==> config.mk <==
export PLATFORM = sky130hd
export DESIGN_NAME = odo_mul
export DESIGN_NICKNAME = d
export VERILOG_FILES = /design/src/rtl/odo_mul.sv
export SDC_FILE = /design/constraint.sdc
export NUM_CORES = 2
export LEC_CHECK = 0
export ABC_AREA = 1
export BUFFER_PORTS_ARGS = -buffer_cell sky130_fd_sc_hd__buf_2
export CORE_MARGIN = 1.5
export CORE_UTILIZATION = 55
export CTS_CLUSTER_SIZE = 25
export DETAILED_ROUTE_END_ITERATION = 12
export GPL_TIMING_DRIVEN = 0
export PLACE_DENSITY = 0.73
export SYNTH_ARGS = -nofsm -noshare
export SYNTH_HDL_FRONTEND = slang
export SYNTH_SLANG_ARGS = --single-unit
export TNS_END_PERCENT = 30
==> constraint.sdc <==
create_clock -name clk_i -period 8.3 [get_ports clk_i]
set_input_delay 2.075 -clock clk_i [delete_from_list [all_inputs] [get_ports clk_i]]
set_output_delay 2.075 -clock clk_i [all_outputs]
set_load 0.01 [all_outputs]
==> src/rtl/odo_mul.sv <==
module odo_mul (
  input  logic               clk_i,
  input  logic signed [33:0] a_i,
  input  logic signed [33:0] b_i,
  output logic signed [67:0] p_o
);

  logic signed [67:0] p_q;

  // Register the product
  always_ff @(posedge clk_i) begin
    p_q <= 68'(a_i) * 68'(b_i);
  end

  assign p_o = p_q;

endmodule

* Word level (Yosys, flattened, before mapping)
Index checks and enable logic that the tools add are counted.
Cells by class: multipliers 1
Operator list (count):
- 34-bit by 34-bit multiplier with 68-bit output | 1
Word-level totals: bits in registers 68, input port bits 69

* Logic depth before layout (Yosys ltp)
depth in word-level cells 1, gate-level depth with buffers 35, mapped depth without buffers 33

* Worst setup path after synthesis
Ideal clock, no wire load.
path type in2reg, start point in a_i[33], end point reg p_q[66], in the netlist p_o[66], arrival 8.786 ns, setup slack -0.598 ns, cell stages on the path 24, buffers on the path 2, path through clkbuf_1 -> clkbuf_1 -> nand2_1 -> inv_1 -> fa_1 -> fa_1 -> fa_1 -> fa_1 -> inv_1 -> fa_1 -> fa_1 -> inv_1 -> fa_1 -> fa_1 -> ha_1 -> nand2_1 -> nor2_1 -> inv_1 -> nor2_2 -> nand2_1 -> nor3_1 -> nand2_2 -> nand3_1 -> nand2_1
On the way: longest elaborated chain between the ends 1
RTL lines:
- from (decl) | line 3 | input logic signed [33:0] a_i,
- 34-bit by 34-bit multiplier with 68-bit output | line 12 | p_q <= 68'(a_i) * 68'(b_i);
- to (signal assigned) | line 12
- to (decl) | line 8 | logic signed [67:0] p_q;
No other way between the ends.

* Final worst setup path
start point in a_i[33], end point reg p_q[62], in the netlist p_o[62]
Same word-level chain as after synthesis.

==> flow_summary.yaml <==
logic_synthesis:
  async_reset_ff_share_pct: 0
  postSynthRegisterBits: 68
  post_synth_num_cell_types: 32
  synth_warnings: 0
  synth.yosys.seq_area_share_pct: 2.95
  post_synth_inst_count: 5972
  synthesis.nets: 7486
  netlist.top_cell.by_area: "fa_1"
  synth_ff_type: "dfxtp_1"
  synth_top_area_share_pct: 53.7
  synth_top_cells_by_area: "fa_1 (54%), inv_1 (17%), nand2_1 (13%)"
  syn-cell-area_sq_mm: 0.0462
  post_synth.cell_area_avg_sq_um: 7.74
  number_of_enable_flip_flop_cells_after_synthesis: 0
cells_and_area:
  layout.cells.most_common: "inv_1"
  layout_common_cells: "inv_1 (2024), nand2_1 (1521), fa_1 (1160)"
  syn2layout_area_growth_pct: 19.0
  area.sequential_sq_mm: 0.00136
  multi_input_area_sq_mm: 0.0380
  drive_gt1_share_pct: 17.1
  finish.net_count: 7736
  finish.utilization_pct: 65.9
  fill_cells: 7044
  largest_register_ff_count: 68
global_route:
  grtUsageMet3_pct: 16.1
  grt_antenna_before_repair: 18
  met2_usage_pct: 70.0
  grt_max_degree: 18
  grt_pass1_vias: 42500
  global_route_wire_length_before_repair_microns: 282000
  grtUsageMet1_pct: 55.5
  grt_usage_pct: 47.0
  overflow: 0
  grt_busiest_layer: "met2"
status:
  failing_checks: "setup timing"
  status: "finished with violations"
die:
  core_area_sq_mm: 0.0834
  dieWidth_microns: 293
  dieHeight_microns: 293
  io_pins: 137
  placement_rows: 106
  floorplan.initialDensity_pct: 55.4
  die_ar_sq_mm: 0.0858
routing:
  post-route-drc-count: 0
  drt_first_pass_iters: 8
  drtIter0Drc: 4347
  detail-route-antenna-nets: 0
  route.detailed.wl_per_inst_microns: 27.1
  vias_per_cell: 5.53
  wl_microns: 198000
  vias: 40400
sta:
  fmax_achieved_ghz: 0.117
  rsz0062_at_grt: "true"
  max-slew-margin-rel_pct: 4.98
  final_min_period_over_clock_period_pct: 103
  final_critical_path_setup_slack_ps: -221
  finalSetupViolCount: 24
  timing_worst_slew_pin_value_ps: 1420
  finalHoldViolations: 0
  minimum_clock_period_after_layout_ps: 8520
  final_max_slew_viol_count: 0
clocking:
  tritoncts: "done"
  max_buffers_root_to_sink: 2
  worst_setup_hold_path_clk_slew_ps: 60
  ctsRootBufferMaster: "clkbuf_16"
  cts_htree_levels: 3
  clock-sinks: 68
  cts_made_buffers: 9
critical_path:
  criticalPathCategory: "in2reg"
  critPathMaxFanout: 5
  critPathArrivalTime_ps: 8790
  crit_required_ps: 8570
  end_kind: "flop"
  critPathLaunchType: "input port"
min_path:
  hold-path-endpoint: "p_o[0]"
  hold-path-cell-count: 3
  min_from: "a_i[0]"
  min_path_type: "in2reg"
placement:
  io_buf_count: 69
  detailedPlacementHpwl_microns: 155000
  gpl.final_weighted_congestion: 1.08
job:
  drv.max_cap_violation_count: 0
==> logic make-up (layout without fill, tap and decap cells) <==
logic type / Yosys count / in the layout / share of synthesized area, %
flip-flops: 68 / 68 / 2.95
adder cells (fa/ha/maj): 1445 / 1445 / 59.3
buffers and inverters: 2390 / 2645 / 19.4
other: 0 / 9 / 0
AO/OA/AOI/OAI: 95 / 95 / 1.13
XOR/XNOR: 35 / 35 / 0.663
AND/OR/NAND/NOR: 1939 / 1939 / 16.6
==> metal layers <==
| layer | part of all wire [%] | up-vias |
|---|---|---|
| met5 | 0.15 | - |
| met4 | 11 | 20 |
| met3 | 13 | 950 |
| met2 | 43 | 2815 |
| met1 | 33 | 20100 |
| li1 | - | 16600 |
==> final cells by class <==
| class | count | area share (%) |
|---|---|---|
| Multi-Input combinational cell | 3514 | 69.1 |
| Inverter | 2119 | 14.5 |
| Buffer | 271 | 7.16 |
| Timing Repair Buffer | 239 | 3.63 |
| Sequential cell | 68 | 2.48 |
| Tap cell | 1080 | 2.46 |
| Clock buffer | 9 | 0.410 |
| Clock inverter | 7 | 0.221 |
| Antenna cell | 9 | 0.0410 |
==> synthesized netlist by cell type, types with 2 or more instances <==
library cell,number
xor2_1,33
xnor2_1,2
inv_2,3
inv_1,2116
nand3b_1,3
fa_1,1241
nor3_1,15
nand2_1,1661
ha_1,204
a21oi_1,59
o21ai_0,18
o21bai_1,11
nand4_1,19
or2_2,8
nand2_4,2
nor3_2,5
nor2_2,9
a21oi_2,4
nand3_2,7
nor3_4,2
nand3_1,70
clkbuf_1,269
nor2_1,115
nand2_2,20
buf_1,2
dfxtp_1,68
==> stage by stage <==
stage	hold WS, ps	instances	area [sq um]	setup TNS [ps]	setup slack (ps)
floorplan	2350	5972	46300	-24.0	-24.0
CTS	2180	7217	52800	-1140	-128
finish	2220	7316	55000	-1900	-221
global placement	2470	7121	48000	-91020	-2010
global route	2220	7308	55000	-5840	-362
detailed placement	2470	7121	48000	-89280	-1980
==> critical path, cell delays in order <==
cell	delay, ps
clkbuf_16	140
clkbuf_16	210
nand2_8	90
inv_6	30
fa_2	560
fa_1	470
fa_2	620
buf_12	170
fa_2	540
buf_6	160
fa_1	460
fa_1	500
fa_1	510
inv_2	40
fa_2	630
inv_2	70
ha_4	330
nand2_4	80
inv_4	70
nand2_4	70
nor3_4	300
nand2_2	130
nor3_2	140
nand2_2	130
nand2_1	100
nand2_1	70
nand2_2	80
==> timing repair <==
action	4_1_cts	5_1_grt
pin swaps	85	220
setup buffers	75	89
resized for setup	1019	528
endpoints found under the hold margin	0	0
hold buffers	0	0
gates cloned	5	2
setup endpoints to repair	56	49
==> worst max path at each step <==
stage,from,end,slack (ps)
after detailed placement,b_i[8],p_o[64],-1980
after global placement,b_i[8],p_o[64],-2010
after floorplan,b_i[12],p_o[60],-20
after CTS,a_i[25],p_o[66],-130
final,a_i[33],p_o[62],-220
after global routing,a_i[33],p_o[66],-360
Power is left out: the tool's default activity adds up to more than one toggle a clock period on the data nets, which glitch-free logic cannot reach.
