<file path="config.mk">
export PLATFORM = sky130hd
export DESIGN_NAME = odo_div
export DESIGN_NICKNAME = d
export VERILOG_FILES = /design/src/rtl/odo_pkg.sv /design/src/rtl/odo_div.sv
export SDC_FILE = /design/constraint.sdc
export NUM_CORES = 1
export LEC_CHECK = 0
export ABC_AREA = 1
export BUFFER_PORTS_ARGS = -buffer_cell sky130_fd_sc_hd__buf_2
export CAP_MARGIN = 10
export CORE_AREA = 2 2 187 189
export DETAILED_ROUTE_END_ITERATION = 7
export DIE_AREA = 0 0 189 191
export SYNTH_ARGS = -nofsm -noshare
export SYNTH_HDL_FRONTEND = slang
export SYNTH_SLANG_ARGS = --single-unit
</file>
<file path="constraint.sdc">
create_clock -name clk_i -period 3.5 [get_ports clk_i]
set_clock_uncertainty 0.1 [all_clocks]
set_input_delay 0.175 -clock clk_i [delete_from_list [all_inputs] [get_ports clk_i]]
set_output_delay 0.175 -clock clk_i [all_outputs]
set_load 0.03 [all_outputs]
</file>
<file path="src/rtl/odo_pkg.sv">
package odo_pkg;

  // Fixed-point angle constants, Q16.16 radians
  localparam logic signed [63:0] PI_Q16      = 64'sd205887;
  localparam logic signed [63:0] TWO_PI_Q16  = 64'sd411775;
  localparam logic signed [18:0] HALF_PI_Q16 = 19'sd102944;

  // CORDIC fixed gain, Q2.30
  localparam logic signed [33:0] CORDIC_GAIN = 34'sd652032874;

  // Size of the arctangent table
  localparam int unsigned ATAN_ENTRIES = 30;

  typedef enum logic [1:0] {
    MODE_WHEEL   = 2'd0,
    MODE_VEL     = 2'd1,
    MODE_RESTART = 2'd2,
    MODE_HOLD    = 2'd3
  } mode_e;

  typedef enum logic [3:0] {
    REG_WHEEL_RADIUS = 4'd0,
    REG_HALF_TRACK   = 4'd1,
    REG_MAX_RATE     = 4'd2,
    REG_STEP_TIME    = 4'd3,
    REG_WHEELS_READY = 4'd4,
    REG_START_X      = 4'd5,
    REG_START_Y      = 4'd6,
    REG_START_THETA  = 4'd7
  } cfg_reg_e;

  // Divider request and response
  typedef struct packed {
    logic               start;
    logic signed [63:0] dividend;
    logic [31:0]        divisor;
  } div_req_t;

  typedef struct packed {
    logic               busy;
    logic               done;
    logic signed [63:0] quo;
    logic signed [32:0] rem;
  } div_rsp_t;

  // atan(2^-i) in Q2.30
  function automatic logic signed [33:0] atan_q30(input logic [4:0] idx);
    logic signed [33:0] res;
    case (idx)
      5'd0:    res = 34'sd843314857;
      5'd1:    res = 34'sd497837829;
      5'd2:    res = 34'sd263043837;
      5'd3:    res = 34'sd133525159;
      5'd4:    res = 34'sd67021687;
      5'd5:    res = 34'sd33543516;
      5'd6:    res = 34'sd16775851;
      5'd7:    res = 34'sd8388437;
      5'd8:    res = 34'sd4194283;
      5'd9:    res = 34'sd2097149;
      5'd10:   res = 34'sd1048576;
      5'd11:   res = 34'sd524288;
      5'd12:   res = 34'sd262144;
      5'd13:   res = 34'sd131072;
      5'd14:   res = 34'sd65536;
      5'd15:   res = 34'sd32768;
      5'd16:   res = 34'sd16384;
      5'd17:   res = 34'sd8192;
      5'd18:   res = 34'sd4096;
      5'd19:   res = 34'sd2048;
      5'd20:   res = 34'sd1024;
      5'd21:   res = 34'sd512;
      5'd22:   res = 34'sd256;
      5'd23:   res = 34'sd128;
      5'd24:   res = 34'sd64;
      5'd25:   res = 34'sd32;
      5'd26:   res = 34'sd16;
      5'd27:   res = 34'sd8;
      5'd28:   res = 34'sd4;
      5'd29:   res = 34'sd2;
      default: res = 34'sd0;
    endcase
    return res;
  endfunction

  // Saturate to signed 32 bits
  function automatic logic signed [31:0] sat32(input logic signed [63:0] v);
    logic signed [31:0] res;
    if (v > 64'sd2147483647) begin
      res = 32'sh7FFFFFFF;
    end else if (v < -64'sd2147483648) begin
      res = 32'sh80000000;
    end else begin
      res = v[31:0];
    end
    return res;
  endfunction

endpackage

</file>
<file path="src/rtl/odo_div.sv">
module odo_div (
  input  logic              clk_i,
  input  logic              rst_ni,
  input  odo_pkg::div_req_t req_i,
  output odo_pkg::div_rsp_t rsp_o
);

  logic        busy_q, done_q, neg_q;
  logic [5:0]  cnt_q;
  logic [63:0] quo_q;
  logic [32:0] rem_q;
  logic [31:0] dvs_q;

  logic [63:0] mag;
  logic [32:0] shifted;
  logic        fits;

  // Work on magnitudes, restore the sign at the output
  assign mag     = req_i.dividend[63] ? 64'(-req_i.dividend) : 64'(req_i.dividend);
  assign shifted = {rem_q[31:0], quo_q[63]};
  assign fits    = shifted >= {1'b0, dvs_q};

  // Control: one quotient bit per cycle
  always_ff @(posedge clk_i or negedge rst_ni) begin
    if (!rst_ni) begin
      busy_q <= 1'b0;
      done_q <= 1'b0;
      cnt_q  <= '0;
    end else begin
      done_q <= 1'b0;
      if (req_i.start && !busy_q) begin
        busy_q <= 1'b1;
        cnt_q  <= '0;
      end else if (busy_q) begin
        cnt_q <= cnt_q + 6'd1;
        if (cnt_q == 6'd63) begin
          busy_q <= 1'b0;
          done_q <= 1'b1;
        end
      end
    end
  end

  // Datapath: restoring shift-subtract
  always_ff @(posedge clk_i) begin
    if (req_i.start && !busy_q) begin
      quo_q <= mag;
      rem_q <= '0;
      neg_q <= req_i.dividend[63];
      dvs_q <= req_i.divisor;
    end else if (busy_q) begin
      quo_q <= {quo_q[62:0], fits};
      rem_q <= fits ? (shifted - {1'b0, dvs_q}) : shifted;
    end
  end

  assign rsp_o.busy = busy_q;
  assign rsp_o.done = done_q;
  assign rsp_o.quo  = neg_q ? -$signed(quo_q) : $signed(quo_q);
  assign rsp_o.rem  = neg_q ? -$signed(rem_q) : $signed(rem_q);

endmodule

</file>
; ---- After elaboration in Yosys (flattened, before gate mapping)
; Index checks and enable logic that the tools add are counted.
[op_classes]
addsub = 5
n_lt_le_gt_ge = 1
n_eq_ne = 1
muxes = 14
reduce_logical = 3
[ops]
columns = op, n
row1 = $mux W64, 4
row2 = $neg A64 Y64, 2
row3 = $mux W33, 2
row4 = $ge A33 B32 Y1, 1
row5 = $neg A33 Y33, 1
row6 = $sub A33 B32 Y33, 1
row7 = $mux W6, 2
row8 = $add A6 B1 Y6 const B, 1
row9 = $eq A6 B6 Y1 const B, 1
row10 = $mux W1, 6
row11 = $reduce_bool A2 Y1, 1
row12 = $logic_and A1 B1 Y1, 1
row13 = $logic_not A1 Y1, 1
[word_totals]
regBits = 138
input_bits = 99
out_inout_bits = 99
wordCells = 31

; ---- Logic depth before layout (Yosys ltp)
[depth]
word_depth = 4
mapped_depth = 16
mapped_depth_nobuf = 16

; ---- Least setup slack after synthesis
; Ideal clock, no wire load.
[synth_path]
kind = register to register
from = reg busy_q
to = reg quo_q[0] (enable)
setup_time_ns = 0.419
t_arrival_ns = 2.094
required_ns = 2.981
slack_ns = 0.887
path_stages_with_launch = 4
n_path_buf = 1
period_less_slack_ns = 2.613
path_cell_list = dfrtp_1 -> clkbuf_1 -> nor2_1 -> inv_1
[synth_between]
elab_chain_cells = 3
[synth_rtl]
columns = item, line_no
row1 = start: declaration, odo_div.sv:8  ; logic busy_q, done_q, neg_q;
row2 = start signal: assignment, odo_div.sv:26  ; busy_q <= 1'b0;
row3 = start signal: assignment, odo_div.sv:32  ; busy_q <= 1'b1;
row4 = start signal: assignment, odo_div.sv:37  ; busy_q <= 1'b0;
row5 = $logic_not A1 Y1, odo_div.sv:46  ; if (req_i.start && !busy_q) begin
row6 = $logic_and A1 B1 Y1, odo_div.sv:46
row7 = $reduce_bool A2 Y1 (no line) (*), n/a
row8 = end signal: assignment, odo_div.sv:47  ; quo_q <= mag;
row9 = end signal: assignment, odo_div.sv:52  ; quo_q <= {quo_q[62:0], fits};
row10 = end: declaration, odo_div.sv:10  ; logic [63:0] quo_q;
; Every way passes the cells marked *; elsewhere a longest branch is shown, timed or not.
; A chain may end at the register's enable or synchronous reset.

==> results.yml <==
clock_tree:
  h-tree-depth: 4
  worst_skew_pair.late_latency_ns: 0.43
  post-cts-setup-buffers: 0
  cts_buffer_depth: 2
  cts-root-buf: "clkbuf_16"
  cts.sinks: 138
  path_clk_slew_ns: 0.06
  cts_tree: "done"
  numCtsBuffers: 17
  cts-hold-fix-buffers: 33
  cts_resized: 0
floorplan:
  ios: 198
  die-width_um: 189
  floorplan.initialDensity_pct: 39.4
  die_height_um: 191
  design.die.area_um2: 36100
  std_cell_rows: 68
  fp.coreArea_um2: 34100
job:
  cap_violations: 0
power:
  p_int_mw: 5.96
  p_per_area_nw_per_um2: 801
  power_leakage_nw: 7.74
  power_mw: 12.7
  p_switching_mw: 6.71
  p_seq_share_pct: 26.5
  power.share.clock_pct: 14.6
  swShare_pct: 52.9
  combinationalPowerShare_pct: 58.9
  ir_drop_v: 0.000418
routing:
  routedWlPerCell_um: 17.3
  drc_errors: 0
  drt_wl_total_mm: 49.7
  drt_first_pass_iters: 5
  dr.first_iter.drc_count: 1045
  vias_per_cell: 5.13
  vias: 14700
  detail-route-antenna-nets: 0
global_routing:
  grt_usage_pct: 27.3
  gr-total-overflow: 0
  antenna_found_initial: 0
  grt_pass1_vias: 14300
  grt_max_degree: 105
  grtUsageMet1_pct: 33.4
  met2_usage_pct: 47.9
  grtUsageMet3_pct: 2.50
  grt_pass1_wl_mm: 76.5
  busiest_layer: "met2"
timing:
  finalHoldViolCount: 0
  setup_violations: 0
  finalWorstSetupSlack_ns: 0.326
  fmax_ghz: 0.315
  rsz0062_at_grt: "no"
  drv_slew: 0
  slew_headroom_pct: 53.6
  finalCritPeriodShare_pct: 90.7
  tns_ns: 0
  min_period_ns: 3.17
  tightest_slew_ns: 0.690
worst_setup_path:
  required_ns: 3.22
  arrival_ns: 2.90
  startpoint_type: "flip-flop"
  crit_path_max_fanout: 5
  cp-end-kind: "primary output"
  r2r_start: "quo_q[63]"
  crit_start: "quo_q[49]"
  crit_type: "flip-flop to primary output"
logic_synthesis:
  ys_types: 43
  synth_fp_nets: 2327
  ys_seq_area_share_pct: 28.1
  syn_area_um2: 13400
  syn_avg_cell_area_um2: 6.14
  ys_ff_latch: 138
  netlist_instances: 2191
  ys_warn_count: 0
finish:
  nNetsFinal: 2536
  diodes: 0
  syn_to_final_growth_pct: 17.5
  stdcell_area_um2: 15800
  stdcell_count: 2867
  drive_gt1_share_pct: 11.9
place:
  io_buffer_count: 197
  dp_hpwl_mm: 39.9
  placedCellCount: 2803
  pre_cts_slack_ns: 0.815
  gp_congestion: 1.02
  place_area_um2: 14900
worst_hold_path:
  hp-class: "input port to async pin"
run_status:
  outcome: "finished clean"
flip-flops by register name (all words and copies together) (netlist names):
| name | count |
|---|---|
| busy_q | 1 |
| cnt_q | 6 |
| done_q | 1 |
| dvs_q | 32 |
| neg_q | 1 |
| quo_q | 64 |
| rem_q | 33 |
cell families (layout without fill, tap and decap cells):
| family | Yosys count | after routing | share of synthesized area, % |
|---|---|---|---|
| compound gates | 161 | 161 | 6.40 |
| flops | 138 | 138 | 28.1 |
| fa+ha+maj | 37 | 37 | 3.50 |
| simple gates | 1347 | 1347 | 42.9 |
| xor+xnor | 122 | 122 | 7.94 |
| buf+inv | 386 | 607 | 11.2 |
layout by cell type (no fill, tap or decap), types with 5 or more instances in the layout:
cell	n
a21oi_1	33
xor2_1	99
clkbuf_16	17
nor2_1	265
inv_2	7
dfrtp_1	8
nand2_2	7
nand3b_1	13
dfxtp_1	33
or2_2	6
clkinv_1	5
o21ai_1	7
nand4_1	101
nand3_1	164
edfxtp_1	97
buf_4	17
inv_1	319
buf_2	197
and2_1	7
nand2_1	720
a31oi_1	13
dlygate4sd3_1	33
xnor2_1	23
nor2_2	9
nor3_1	36
o21ai_0	98
ha_1	36
worst max-delay path, cell delays in order (launching register included):
cell and delay [ns]:
edfxtp_1 0.51, nor2_1 0.30, nand2_1 0.08, nor2_1 0.09, inv_1 0.10, nor4_1 0.54
nand4_1 0.40, nand2_1 0.14, nand2_1 0.06, nand2_1 0.06, buf_2 0.19
power groups by stage:
stage	Combinational, mW	Clock [mW]	Sequential [mW]
2_1_floorplan	5.36	0	3.08
3_3_place_gp	7.33	0	3.35
3_5_place_dp	7.36	0	3.36
4_1_cts	7.43	1.87	3.34
5_1_grt	8.25	1.94	3.46
6_report	7.46	1.85	3.36
cells in the mapped netlist (all sizes together):
| cell type | instances | area, µm² |
|---|---|---|
| nand2 | 727 | 2750 |
| inv | 326 | 1220 |
| nor2 | 276 | 1060 |
| nand3 | 168 | 868 |
| o21ai | 109 | 568 |
| nand4 | 101 | 632 |
| xor2 | 99 | 867 |
| edfxtp | 97 | 2910 |
| nor3 | 40 | 220 |
| ha | 36 | 450 |
| a21oi | 33 | 165 |
| dfxtp | 33 | 661 |
| clkbuf | 31 | 116 |
| buf | 27 | 153 |
| xnor2 | 23 | 201 |
| a31oi | 13 | 81.3 |
| nand3b | 13 | 97.6 |
| dfrtp | 8 | 200 |
| and2 | 7 | 43.8 |
| or2 | 7 | 43.8 |
| nor3b | 4 | 35.0 |
| o211ai | 4 | 30.0 |
| nor4 | 3 | 18.8 |
| clkinv | 2 | 7.51 |
| a22o | 1 | 8.76 |
| fa | 1 | 20.0 |
| o31ai | 1 | 7.51 |
| or3 | 1 | 6.26 |
cell type report:
| class | instances | area, µm² |
|---|---|---|
| inverters | 328 | 1230 |
| flip-flops and latches | 138 | 3770 |
| clock inverters | 14 | 156 |
| multi-input cells | 1667 | 8190 |
| repair buffers | 248 | 1460 |
| fillers | 3722 | 18300 |
| clock buffers | 17 | 425 |
| well taps | 455 | 569 |
layer usage:
layer,vias up,wire length [µm]
met5,-,0
met4,0,2510
met3,101,2110
met2,475,24000
met1,6713,21000
li1,7424,-
worst paths after layout:
kind,slack (ns),depth (start not counted),to
hold reg to reg,0.38,2,rem_q[1]
hold / removal,0.02,2,done_q
max in group asynchronous,3.12,2,cnt_q[0]
setup reg to reg,0.96,15,rem_q[24]
min in group clk_i,0.04,4,quo_q[34]
setup / recovery,0.33,10,rsp_o[94]
through the flow:
stage          util, %  hold WS (ns)
2_1_floorplan        -        -0.221
3_3_place_gp      43.7       -0.0742
3_5_place_dp      43.7       -0.0759
4_1_cts           46.3       0.00316
5_1_grt           46.3        0.0341
6_report          46.3        0.0211
No activity file was read; power rests on OpenSTA's default activity.
