File: src/rtl/odo_pkg.sv
package odo_pkg;

  // Fixed-point angle constants, Q16.16 radians
  localparam logic signed [63:0] PI_Q16      = 64'sd205887;
  localparam logic signed [63:0] TWO_PI_Q16  = 64'sd411775;
  localparam logic signed [18:0] HALF_PI_Q16 = 19'sd102944;

  // CORDIC fixed gain, Q2.30
  localparam logic signed [33:0] CORDIC_GAIN = 34'sd652032874;

  // Size of the arctangent table
  localparam int unsigned ATAN_ENTRIES = 30;

  typedef enum logic [1:0] {
    MODE_WHEEL   = 2'd0,
    MODE_VEL     = 2'd1,
    MODE_RESTART = 2'd2,
    MODE_HOLD    = 2'd3
  } mode_e;

  typedef enum logic [3:0] {
    REG_WHEEL_RADIUS = 4'd0,
    REG_HALF_TRACK   = 4'd1,
    REG_MAX_RATE     = 4'd2,
    REG_STEP_TIME    = 4'd3,
    REG_WHEELS_READY = 4'd4,
    REG_START_X      = 4'd5,
    REG_START_Y      = 4'd6,
    REG_START_THETA  = 4'd7
  } cfg_reg_e;

  // Divider request and response
  typedef struct packed {
    logic               start;
    logic signed [63:0] dividend;
    logic [31:0]        divisor;
  } div_req_t;

  typedef struct packed {
    logic               busy;
    logic               done;
    logic signed [63:0] quo;
    logic signed [32:0] rem;
  } div_rsp_t;

  // atan(2^-i) in Q2.30
  function automatic logic signed [33:0] atan_q30(input logic [4:0] idx);
    logic signed [33:0] res;
    case (idx)
      5'd0:    res = 34'sd843314857;
      5'd1:    res = 34'sd497837829;
      5'd2:    res = 34'sd263043837;
      5'd3:    res = 34'sd133525159;
      5'd4:    res = 34'sd67021687;
      5'd5:    res = 34'sd33543516;
      5'd6:    res = 34'sd16775851;
      5'd7:    res = 34'sd8388437;
      5'd8:    res = 34'sd4194283;
      5'd9:    res = 34'sd2097149;
      5'd10:   res = 34'sd1048576;
      5'd11:   res = 34'sd524288;
      5'd12:   res = 34'sd262144;
      5'd13:   res = 34'sd131072;
      5'd14:   res = 34'sd65536;
      5'd15:   res = 34'sd32768;
      5'd16:   res = 34'sd16384;
      5'd17:   res = 34'sd8192;
      5'd18:   res = 34'sd4096;
      5'd19:   res = 34'sd2048;
      5'd20:   res = 34'sd1024;
      5'd21:   res = 34'sd512;
      5'd22:   res = 34'sd256;
      5'd23:   res = 34'sd128;
      5'd24:   res = 34'sd64;
      5'd25:   res = 34'sd32;
      5'd26:   res = 34'sd16;
      5'd27:   res = 34'sd8;
      5'd28:   res = 34'sd4;
      5'd29:   res = 34'sd2;
      default: res = 34'sd0;
    endcase
    return res;
  endfunction

  // Saturate to signed 32 bits
  function automatic logic signed [31:0] sat32(input logic signed [63:0] v);
    logic signed [31:0] res;
    if (v > 64'sd2147483647) begin
      res = 32'sh7FFFFFFF;
    end else if (v < -64'sd2147483648) begin
      res = 32'sh80000000;
    end else begin
      res = v[31:0];
    end
    return res;
  endfunction

endpackage

File: src/rtl/odo_cordic.sv
module odo_cordic #(
  parameter int unsigned CORDIC_STEPS = 16
) (
  input  logic               clk_i,
  input  logic               rst_ni,
  input  logic               start_i,
  input  logic signed [18:0] angle_i,
  output logic               busy_o,
  output logic signed [33:0] cos_o,
  output logic signed [33:0] sin_o
);

  localparam logic [4:0] LastIdx = 5'(CORDIC_STEPS - 1);

  logic               busy_q, neg_q;
  logic [4:0]         idx_q;
  logic signed [33:0] x_q, y_q, z_q;

  logic signed [18:0] red;
  logic               red_neg;
  logic signed [33:0] dx, dy, ang;

  // Fold the heading into the right half plane
  always_comb begin
    red     = angle_i;
    red_neg = 1'b0;
    if (angle_i > odo_pkg::HALF_PI_Q16) begin
      red     = angle_i - odo_pkg::PI_Q16[18:0];
      red_neg = 1'b1;
    end else if (angle_i < -odo_pkg::HALF_PI_Q16) begin
      red     = angle_i + odo_pkg::PI_Q16[18:0];
      red_neg = 1'b1;
    end
  end

  assign dx  = y_q >>> idx_q;
  assign dy  = x_q >>> idx_q;
  assign ang = odo_pkg::atan_q30(idx_q);

  // Iteration counter
  always_ff @(posedge clk_i or negedge rst_ni) begin
    if (!rst_ni) begin
      busy_q <= 1'b0;
      idx_q  <= '0;
    end else if (start_i) begin
      busy_q <= 1'b1;
      idx_q  <= '0;
    end else if (busy_q) begin
      idx_q <= idx_q + 5'd1;
      if (idx_q == LastIdx) begin
        busy_q <= 1'b0;
      end
    end
  end

  // Rotate toward zero residual angle
  always_ff @(posedge clk_i) begin
    if (start_i) begin
      x_q   <= odo_pkg::CORDIC_GAIN;
      y_q   <= '0;
      z_q   <= 34'(red) <<< 14;
      neg_q <= red_neg;
    end else if (busy_q) begin
      if (!z_q[33]) begin
        x_q <= x_q - dx;
        y_q <= y_q + dy;
        z_q <= z_q - ang;
      end else begin
        x_q <= x_q + dx;
        y_q <= y_q - dy;
        z_q <= z_q + ang;
      end
    end
  end

  assign busy_o = busy_q;
  assign cos_o  = neg_q ? -x_q : x_q;
  assign sin_o  = neg_q ? -y_q : y_q;

endmodule

File: config.mk
export PLATFORM = sky130hd
export DESIGN_NAME = odo_cordic
export DESIGN_NICKNAME = d
export VERILOG_FILES = /design/src/rtl/odo_pkg.sv /design/src/rtl/odo_cordic.sv
export SDC_FILE = /design/constraint.sdc
export NUM_CORES = 1
export LEC_CHECK = 0
export ABC_AREA = 1
export CAP_MARGIN = 0
export CELL_PAD_IN_SITES_DETAIL_PLACEMENT = 1
export CELL_PAD_IN_SITES_GLOBAL_PLACEMENT = 2
export CORE_MARGIN = 5
export CORE_UTILIZATION = 35
export DETAILED_ROUTE_END_ITERATION = 6
export DONT_BUFFER_PORTS = 1
export PLACE_DENSITY = 0.92
export SYNTH_ARGS = -nofsm -noshare
export SYNTH_HDL_FRONTEND = slang
export SYNTH_SLANG_ARGS = --single-unit
File: constraint.sdc
create_clock -name clk_i -period 5.9 [get_ports clk_i]
set_input_delay 0.295 -clock clk_i [delete_from_list [all_inputs] [get_ports clk_i]]
set_output_delay 0.295 -clock clk_i [all_outputs]
set_load 0.02 [all_outputs]
After elaboration in Yosys (flattened, before gate mapping)
Memory sizes are Yosys's and may differ from the RTL's.
Index checks and enable logic that the tools add are counted.
{ "word_totals": {"register_bits": 109, "mem_bits_ro": 960, "output_inout_bits": 69, "elab_cells": 40, "n_memories": 1} }
{ "op_classes": {"add_sub_neg": 11, "n_lt_le_gt_ge": 2, "eq_ne": 1, "shifts": 2, "muxes": 15, "n_reduce_logical": 1} }
{ "memory_table": {"columns": ["memory", "words", "word_bits", "rd", "rd_clocked_by_memory_dff", "wr", "line_no", "rtl"], "rows": [
  ["(name not given)", 32, 30, 1, 0, 0, "odo_pkg.sv:49", "case (idx)"]
]} }
{ "op_table": {"columns": ["op", "count"], "rows": [
  ["2-to-1 mux 34 bit", 7],
  ["adder 34 bit", 3],
  ["subtractor 34 bit", 3],
  ["negation 34 bit", 2],
  [">>> shifter 34 x 5 -> 34 bit", 2],
  ["2-to-1 mux 19 bit", 2],
  ["adder 19 x 18 -> 19 bit (second input constant)", 1],
  ["> comparator 19 x 18 -> 1 bit (second input constant)", 1],
  ["less-than comparator 19 x 18 -> 1 bit (second input constant)", 1],
  ["subtractor 19 x 18 -> 19 bit (second input constant)", 1],
  ["2-to-1 mux 5 bit", 2],
  ["adder 5 x 1 -> 5 bit (second input constant)", 1],
  ["equality test 5 x 4 -> 1 bit (second input constant)", 1],
  ["2-to-1 mux 1 bit", 4],
  ["nonzero test 2 bit", 1]
]} }

Logic depth before layout (Yosys ltp)
Gate-level depths: netlist of run 1.
An unclocked memory read counts as a cell.
{ "logic_depth": {"word_depth": 5, "depth_mapped": 39} }

Least setup slack after synthesis of run 1
Ideal clock, no wire load.
{ "synth_path": {"kind": "flip-flop to flip-flop", "from": "register idx_q[1]", "to": "register z_q[27], data pin", "setup_ns": 0.263, "arrival_time_ns": 4.410, "t_required_ns": 5.637, "path_slack_ns": 1.227, "stages_incl_launch_ff": 35, "n_path_buf": 2, "path_cell_list": "dfrtp_1 buf_4 inv_2 buf_2 ha_1 inv_1 nor2_1 nor2_1 o22ai_1 nand2_1 o21ai_1 clkinv_1 ha_1 inv_1 nor2_1 nand2_1 nor3_2 nand2_1 o21ai_0 xor2_1 inv_1 ha_1 nand2_1 nor2_1 inv_1 o21ai_0 a21oi_1 o21ai_0 a21boi_0 o21ai_0 nand2_1 nand2_1 nand2_1 nand2_1 o21ai_0"} }
{ "synth_between": {"elab_chain_len": 5, "word_cells_on_any_way": 6} }
{ "synth_lines": {"columns": ["item", "line_no", "rtl"], "rows": [
  ["start: declaration", "odo_cordic.sv:16", "logic [4:0] idx_q;"],
  ["start signal: assignment", "odo_cordic.sv:49", "idx_q <= idx_q + 5'd1;"],
  ["memory read (32 x 30 bit) *", null, null],
  ["subtractor 34 bit or adder 34 bit (tied branches)", "odo_cordic.sv:67, odo_cordic.sv:71", null],
  ["2-to-1 mux 34 bit *", "odo_cordic.sv:64", "if (!z_q[33]) begin"],
  ["2-to-1 mux 34 bit *", "odo_cordic.sv:63", "end else if (busy_q) begin"],
  ["2-to-1 mux 34 bit *", "odo_cordic.sv:58", "if (start_i) begin"],
  ["end signal: assignment", "odo_cordic.sv:61", "z_q <= 34'(red) <<< 14;"],
  ["end signal: assignment", "odo_cordic.sv:67", "z_q <= z_q - ang;"],
  ["end signal: assignment", "odo_cordic.sv:71", "z_q <= z_q + ang;"],
  ["end: declaration", "odo_cordic.sv:17", "logic signed [33:0] x_q, y_q, z_q;"]
]} }
Every way passes the cells marked *; elsewhere a longest branch is shown, timed or not. The select of a mux whose other input is x is not followed.
A chain may end at the register's enable or synchronous reset.

Final worst setup path of run 1
{ "layout_path": {"from": "register idx_q[0]", "to": "register x_q[31]"} }
{ "layout_between": {"elab_chain_len": 3, "word_cells_on_any_way": 4} }
{ "layout_lines": {"columns": ["item", "line_no", "rtl"], "rows": [
  [">>> shifter 34 x 5 -> 34 bit *", "odo_cordic.sv:36", "assign dx = y_q >>> idx_q;"],
  ["subtractor 34 bit or adder 34 bit (tied branches)", "odo_cordic.sv:65, odo_cordic.sv:69", null],
  ["2-to-1 mux 34 bit *", "odo_cordic.sv:64", null],
  ["end signal: assignment", "odo_cordic.sv:59", "x_q <= odo_pkg::CORDIC_GAIN;"],
  ["end signal: assignment", "odo_cordic.sv:65", "x_q <= x_q - dx;"],
  ["end signal: assignment", "odo_cordic.sv:69", "x_q <= x_q + dx;"],
  ["end: declaration", "odo_cordic.sv:17", null]
]} }
Every way passes the cells marked *; elsewhere a longest branch is shown, timed or not.

==> results of run 1 <==
flip-flops by register name, indices dropped and copies added, names as in the netlist:
| register | count |
|---|---|
| x_q | 34 |
| y_q | 34 |
| z_q | 34 |
| idx_q | 5 |
| busy_o | 1 |
| neg_q | 1 |
final cells by class:
cell class | instances | area, um2 | area share
inverter | 332 | 1250 | 0.0669
clock buffer | 11 | 254 | 0.0136
sequential | 109 | 2430 | 0.130
clock inverter | 5 | 48.8 | 0.00260
multi-input combinational | 2524 | 13600 | 0.723
tap | 672 | 841 | 0.0449
timing repair buffer | 43 | 359 | 0.0192
path summary, 6_finish.rpt:
| check | start | to | slack, ns | cells after the start |
|---|---|---|---|---|
| max in group asynchronous | rst_ni | idx_q[0]$_DFFE_PN0P_ | 5.40 | 1 |
| min in group asynchronous | rst_ni | idx_q[4]$_DFFE_PN0P_ | 0.22 | 1 |
| min reg2reg | z_q[3]$_SDFFE_PP0P_ | z_q[3]$_SDFFE_PP0P_ | 0.48 | 2 |
| min | start_i | z_q[20]$_DFFE_PP_ | 0.13 | 1 |
| max reg2reg | idx_q[0]$_DFFE_PN0P_ | x_q[31]$_SDFFE_PP0P_ | 0.38 | 28 |
| max | idx_q[0]$_DFFE_PN0P_ | x_q[31]$_SDFFE_PP0P_ | 0.38 | 28 |
cells in the final DEF (no fill, tap or decap), types with 15 or more instances in the layout:
cell,synthesis,routed
nand4_1,21,21
xor2_1,136,136
edfxtp_1,21,21
xnor2_1,71,71
nand2_1,838,838
o21ai_0,191,191
a31oi_1,28,27
or2_2,15,15
a21oi_1,189,189
nor2_1,278,275
nor3_1,45,43
nor4_1,20,19
inv_1,320,319
nand3_1,387,387
ha_1,119,119
dfxtp_1,82,82
o22ai_1,47,47
buf_4,8,37
cell families after synthesis:
| group | after synthesis |
|---|---|
| flip-flops | 109 |
| AND/OR/NAND/NOR | 1637 |
| AO/OA/AOI/OAI | 558 |
| XOR/XNOR | 207 |
| adder cells (fa/ha/maj) | 122 |
| buffers and inverters | 458 |
routing by layer:
| layer | vias up | part of all wire |
|---|---|---|
| li1 | 10100 | - |
| met5 | - | 0.00019 |
| met2 | 365 | 0.49 |
| met1 | 10000 | 0.45 |
| met4 | 2 | 0.029 |
| met3 | 114 | 0.031 |
through the flow:
stage,instances,setup TNS (ns),utilization,hold slack (ns),setup WS [ns]
floorplan,3091,0,-,-0.000591,1.23
global placement,3678,0,0.365,0.000316,0.133
detailed placement,3678,-0.0572,0.365,0.000394,-0.0572
CTS,3696,0,0.371,0.106,0.0874
global route,3696,-0.00562,0.373,0.110,-0.00562
finish,3696,0,0.373,0.127,0.381
what timing repair did:
| item | in CTS | in global routing |
|---|---|---|
| hold endpoints to repair | 19 | 0 |
| pin swaps | 0 | 0 |
| gates resized for setup | 1 | 17 |
| endpoints found under the setup margin | 1 | 6 |
| hold buffers | 2 | 0 |
==> flow_metrics.env, run 1 <==
export IMPL_routabilityCongestion=0.933
export IMPL_tritoncts="done"
export IMPL_tightestPinTransition_ns=1.08
export IMPL_drtIter0Drc=1368
export IMPL_arrival_ns=5.79
export IMPL_crit_path_max_fanout=37
export IMPL_start_kind="register"
export IMPL_numCtsBuffers=9
export IMPL_slew_headroom=0.283
export IMPL_grt_remaining_overflow=0
export IMPL_die_h_um=235
export IMPL_ys_warn_count=0
export IMPL_synth_compound_area_frac=0.178
export IMPL_grt_pass1_wl_mm=117
export IMPL_area_growth_pct=5.33
export IMPL_period_share=0.935
export IMPL_ys_types=61
export IMPL_rsz0062_at_grt="true"
export IMPL_syn_area_um2=17800
export IMPL_numPortBuffers=0
export IMPL_fin_area_um2=18700
export IMPL_synthSimpleGateAreaFrac=0.392
export IMPL_end_kind="register"
export IMPL_grt_usage=0.255
export IMPL_grtUsageMet3=0.0287
export IMPL_ys_async_sr_fraction=0.0550
export IMPL_use_met2=0.458
export IMPL_vias=20600
export IMPL_grt_max_degree=53
export IMPL_cts_buffer_depth=2
export IMPL_dieArea_um2=55400
export IMPL_grtUsageMet1=0.321
export IMPL_core_area_um2=50300
export IMPL_ys_seq_elements=109
export IMPL_yosysSeqAreaShare=0.136
export IMPL_synth_top_family_by_area="simple AND/OR/NAND/NOR gates"
export IMPL_post_cts_buffers=0
export IMPL_critPathTopFamily="simple AND/OR/NAND/NOR gates"
export IMPL_crit_path_top_delay_cell="dfrtp_2"
export IMPL_top_usage_layer="met2"
export IMPL_cts_sinks=109
export IMPL_antenna_found_initial=1
export IMPL_cts_max_level=3
export IMPL_wl_per_cell_um=20.0
export IMPL_yosys_area_top_type_share=0.177
export IMPL_initial_core_util=0.354
export IMPL_syn_mean_instance_area_um2=5.76
export IMPL_layout_min_cycle_time_ns=5.52
export IMPL_hold_path_class="primary input to register"
export IMPL_synth_ff_type="dfxtp_1"
export IMPL_synth_edf_count=21
export IMPL_drt_wl_total_mm=73.9
export IMPL_place_area_um2=18300
export IMPL_drt_pass1_iter_count=5
export IMPL_drv_slew=0
export IMPL_nFillCells=6975
export IMPL_yosys_area_top_type="nand2_1"
export IMPL_syn_nets=3235
export IMPL_critical_path_class="register to register"
export IMPL_clk_pin_slew_ns=0.09
export IMPL_synthTopCellsByCount="838 x nand2_1, 387 x nand3_1, 320 x inv_1"
export IMPL_synth_most_common_cell="nand2_1"
export IMPL_drive_gt1_frac=0.0397
export IMPL_setup_viol=0
export IMPL_finalHoldViolations=0
export IMPL_std_cell_rows=82
export IMPL_drc_errors=0
export IMPL_finalClockSkew_ns=0.0168
export IMPL_clkLatencyLatePin_ns=0.41
export IMPL_hpwlAfterDp_mm=59.8
export IMPL_grt_pass1_vias=21600
export IMPL_io_pins=91
export IMPL_cp_num_buf_inv=2
export IMPL_status="completed"
export IMPL_cp_common_cell="nand3_1"
export IMPL_crit_required_ns=6.17
export IMPL_drv_cap=0
export IMPL_nets=3163
export IMPL_syn_inst=3091
export IMPL_final_antenna_net_count=0
export IMPL_diodes=0
export IMPL_synthXorXnorAreaFrac=0.102
export IMPL_critPathMaxStageDelay_ns=0.46
export IMPL_clock_fmax_mhz=181
export IMPL_synthAdderAreaFrac=0.0871
export IMPL_synth_area_top_cells="nand2_1 18%, nand3_1 11%, dfxtp_1 9.2%"
export IMPL_vias_per_cell=5.59
export IMPL_die_w_um=235
export IMPL_synth_mux_area_frac=0
export IMPL_cts_root_buf="clkbuf_16"
Power of run 1 is not shown: default switching activity piles up to over one toggle a cycle in this logic, so the estimate is an artifact.
==> inputs of run 2 (changes only) <==
--- a/config.mk
+++ b/config.mk
@@ -14,6 +14,7 @@
 export DETAILED_ROUTE_END_ITERATION = 6
 export DONT_BUFFER_PORTS = 1
 export PLACE_DENSITY = 0.92
+export RECOVER_POWER = 25
 export SYNTH_ARGS = -nofsm -noshare
 export SYNTH_HDL_FRONTEND = slang
 export SYNTH_SLANG_ARGS = --single-unit
==> run 2 against run 1 <==
Compared with the run above:
- the run now ends with max-capacitance violations, max-slew violations left
- non-clock buffer count stayed put
- die area stayed put
- register-to-register slack hardly changed
- worst setup slack better by 0.0029 ns
- utilization hardly changed
- critical endpoint unchanged
==> flow_metrics.env, run 2 (same netlist as run 1, synthesis figures left out) <==
export IMPL_drv_cap=1
export IMPL_wl_per_cell_um=20.0
export IMPL_nets=3163
export IMPL_status="finished, violations left"
export IMPL_critPathMaxStageDelay_ns=0.46
export IMPL_std_cell_rows=82
export IMPL_cts_max_level=3
export IMPL_hold_path_class="primary input to register"
export IMPL_antenna_found_initial=1
export IMPL_final_cell_mix="838 x nand2_1, 387 x nand3_1, 319 x inv_1"
export IMPL_crit_path_max_fanout=37
export IMPL_rsz0062_at_grt="true"
export IMPL_grt_usage=0.255
export IMPL_setup_viol=0
export IMPL_cts_root_buf="clkbuf_16"
export IMPL_layout_min_cycle_time_ns=5.52
export IMPL_die_h_um=235
export IMPL_end_kind="register"
export IMPL_clock_fmax_mhz=181
export IMPL_critPathTopFamily="simple AND/OR/NAND/NOR gates"
export IMPL_min_from="start_i"
export IMPL_drive_gt1_frac=0.0394
export IMPL_dieArea_um2=55400
export IMPL_hpwlAfterDp_mm=59.8
export IMPL_numPortBuffers=0
export IMPL_start_kind="register"
export IMPL_routabilityCongestion=0.933
export IMPL_drtIter0Drc=1389
export IMPL_layout_commonest_cell="nand2_1"
export IMPL_period_share=0.935
export IMPL_arrival_ns=5.78
export IMPL_final_antenna_net_count=0
export IMPL_crit_required_ns=6.17
export IMPL_post_cts_buffers=0
export IMPL_drt_wl_total_mm=73.9
export IMPL_register_area_um2=2430
export IMPL_grt_remaining_overflow=0
export IMPL_die_w_um=235
export IMPL_cts_sinks=109
export IMPL_violations="max-capacitance violations, max-slew violations"
export IMPL_critical_path_class="register to register"
export IMPL_slew_headroom=-0.284
export IMPL_holdPathEnd="z_q[20]$_DFFE_PP_"
export IMPL_rrSetupSlack_ns=0.38
export IMPL_drt_pass1_iter_count=5
export IMPL_hold_path_depth=1
export IMPL_cts_buffer_depth=2
export IMPL_area_growth_pct=5.31
export IMPL_finalHoldViolations=0
export IMPL_nFillCells=6976
export IMPL_crit_path_top_delay_cell="dfrtp_2"
export IMPL_utilization=0.373
export IMPL_reg_top3="x_q (34), y_q (34), z_q (34)"
export IMPL_core_area_um2=50300
export IMPL_finalClockSkew_ns=0.0174
export IMPL_cp_common_cell="nand3_1"
export IMPL_initial_core_util=0.354
export IMPL_tightestPinTransition_ns=1.93
export IMPL_clk_pin_slew_ns=0.09
export IMPL_grt_pass1_wl_mm=117
export IMPL_drc_errors=0
export IMPL_drv_slew=33
export IMPL_fin_area_um2=18700
export IMPL_tritoncts="done"
export IMPL_rr_endpoint="x_q[31]$_SDFFE_PP0P_"
export IMPL_r2r_start="idx_q[0]$_DFFE_PN0P_"
export IMPL_io_pins=91
export IMPL_place_area_um2=18300
export IMPL_diodes=0
export IMPL_vias_per_cell=5.59
export IMPL_multiInputGateArea_um2=13600
export IMPL_dp_slack_ns=-0.0572
export IMPL_clkLatencyLatePin_ns=0.41
export IMPL_grt_pass1_vias=21600
export IMPL_cp_num_buf_inv=2
export IMPL_numCtsBuffers=9
export IMPL_finalWorstSetupSlack_ns=0.384
export IMPL_reg2reg_depth=28
export IMPL_grt_max_degree=53
export IMPL_vias=20700
run 2: per-stage QoR:
| step | setup TNS [ns] | std cells | hold slack, ns |
|---|---|---|---|
| CTS | 0 | 3696 | 0.106 |
| global route | -0.00562 | 3696 | 0.110 |
| finish | 0 | 3696 | 0.124 |
| detailed placement | -0.0572 | 3678 | 0.000394 |
| global placement | 0 | 3678 | 0.000316 |
| floorplan | 0 | 3091 | -0.000591 |
run 2: how the worst max path moves through the flow:
stage	start	to	slack, ns	depth (start not counted)
2_1_floorplan	idx_q[1]$_DFFE_PN0P_	z_q[27]$_DFFE_PP_	1.23	34
3_3_place_gp	idx_q[1]$_DFFE_PN0P_	y_q[33]$_SDFFE_PP0P_	0.13	31
3_5_place_dp	idx_q[0]$_DFFE_PN0P_	y_q[33]$_SDFFE_PP0P_	-0.06	33
4_1_cts	idx_q[0]$_DFFE_PN0P_	y_q[33]$_SDFFE_PP0P_	0.09	35
5_1_grt	idx_q[2]$_DFFE_PN0P_	y_q[31]$_SDFFE_PP0P_	-0.006	27
6_report	idx_q[0]$_DFFE_PN0P_	x_q[31]$_SDFFE_PP0P_	0.38	28
run 2: layout make-up:
| class | instances | share of cell area |
|---|---|---|
| Clock buffer | 11 | 0.0136 |
| Clock inverter | 5 | 0.00260 |
| Tap cell | 672 | 0.0449 |
| Multi-Input combinational cell | 2524 | 0.724 |
| Sequential cell | 109 | 0.130 |
| Inverter | 332 | 0.0669 |
| Timing Repair Buffer | 43 | 0.0190 |
run 2: repair_timing:
action                     in CTS  in global routing
gates resized for setup         1                 17
pin swaps                       0                  0
setup endpoints to repair       1                  6
hold buffers                    2                  0
hold endpoints to repair       19                  0
run 2: metal layers:
layer | GRT usage | vias to the layer above | share of wire
li1 | - | 10100 | -
met1 | 0.321 | 10000 | 0.45
met5 | 0 | - | 0.00018
met4 | 0.0778 | 2 | 0.029
met3 | 0.0287 | 116 | 0.028
met2 | 0.458 | 359 | 0.49
Power of run 2 is left out for the same reason.
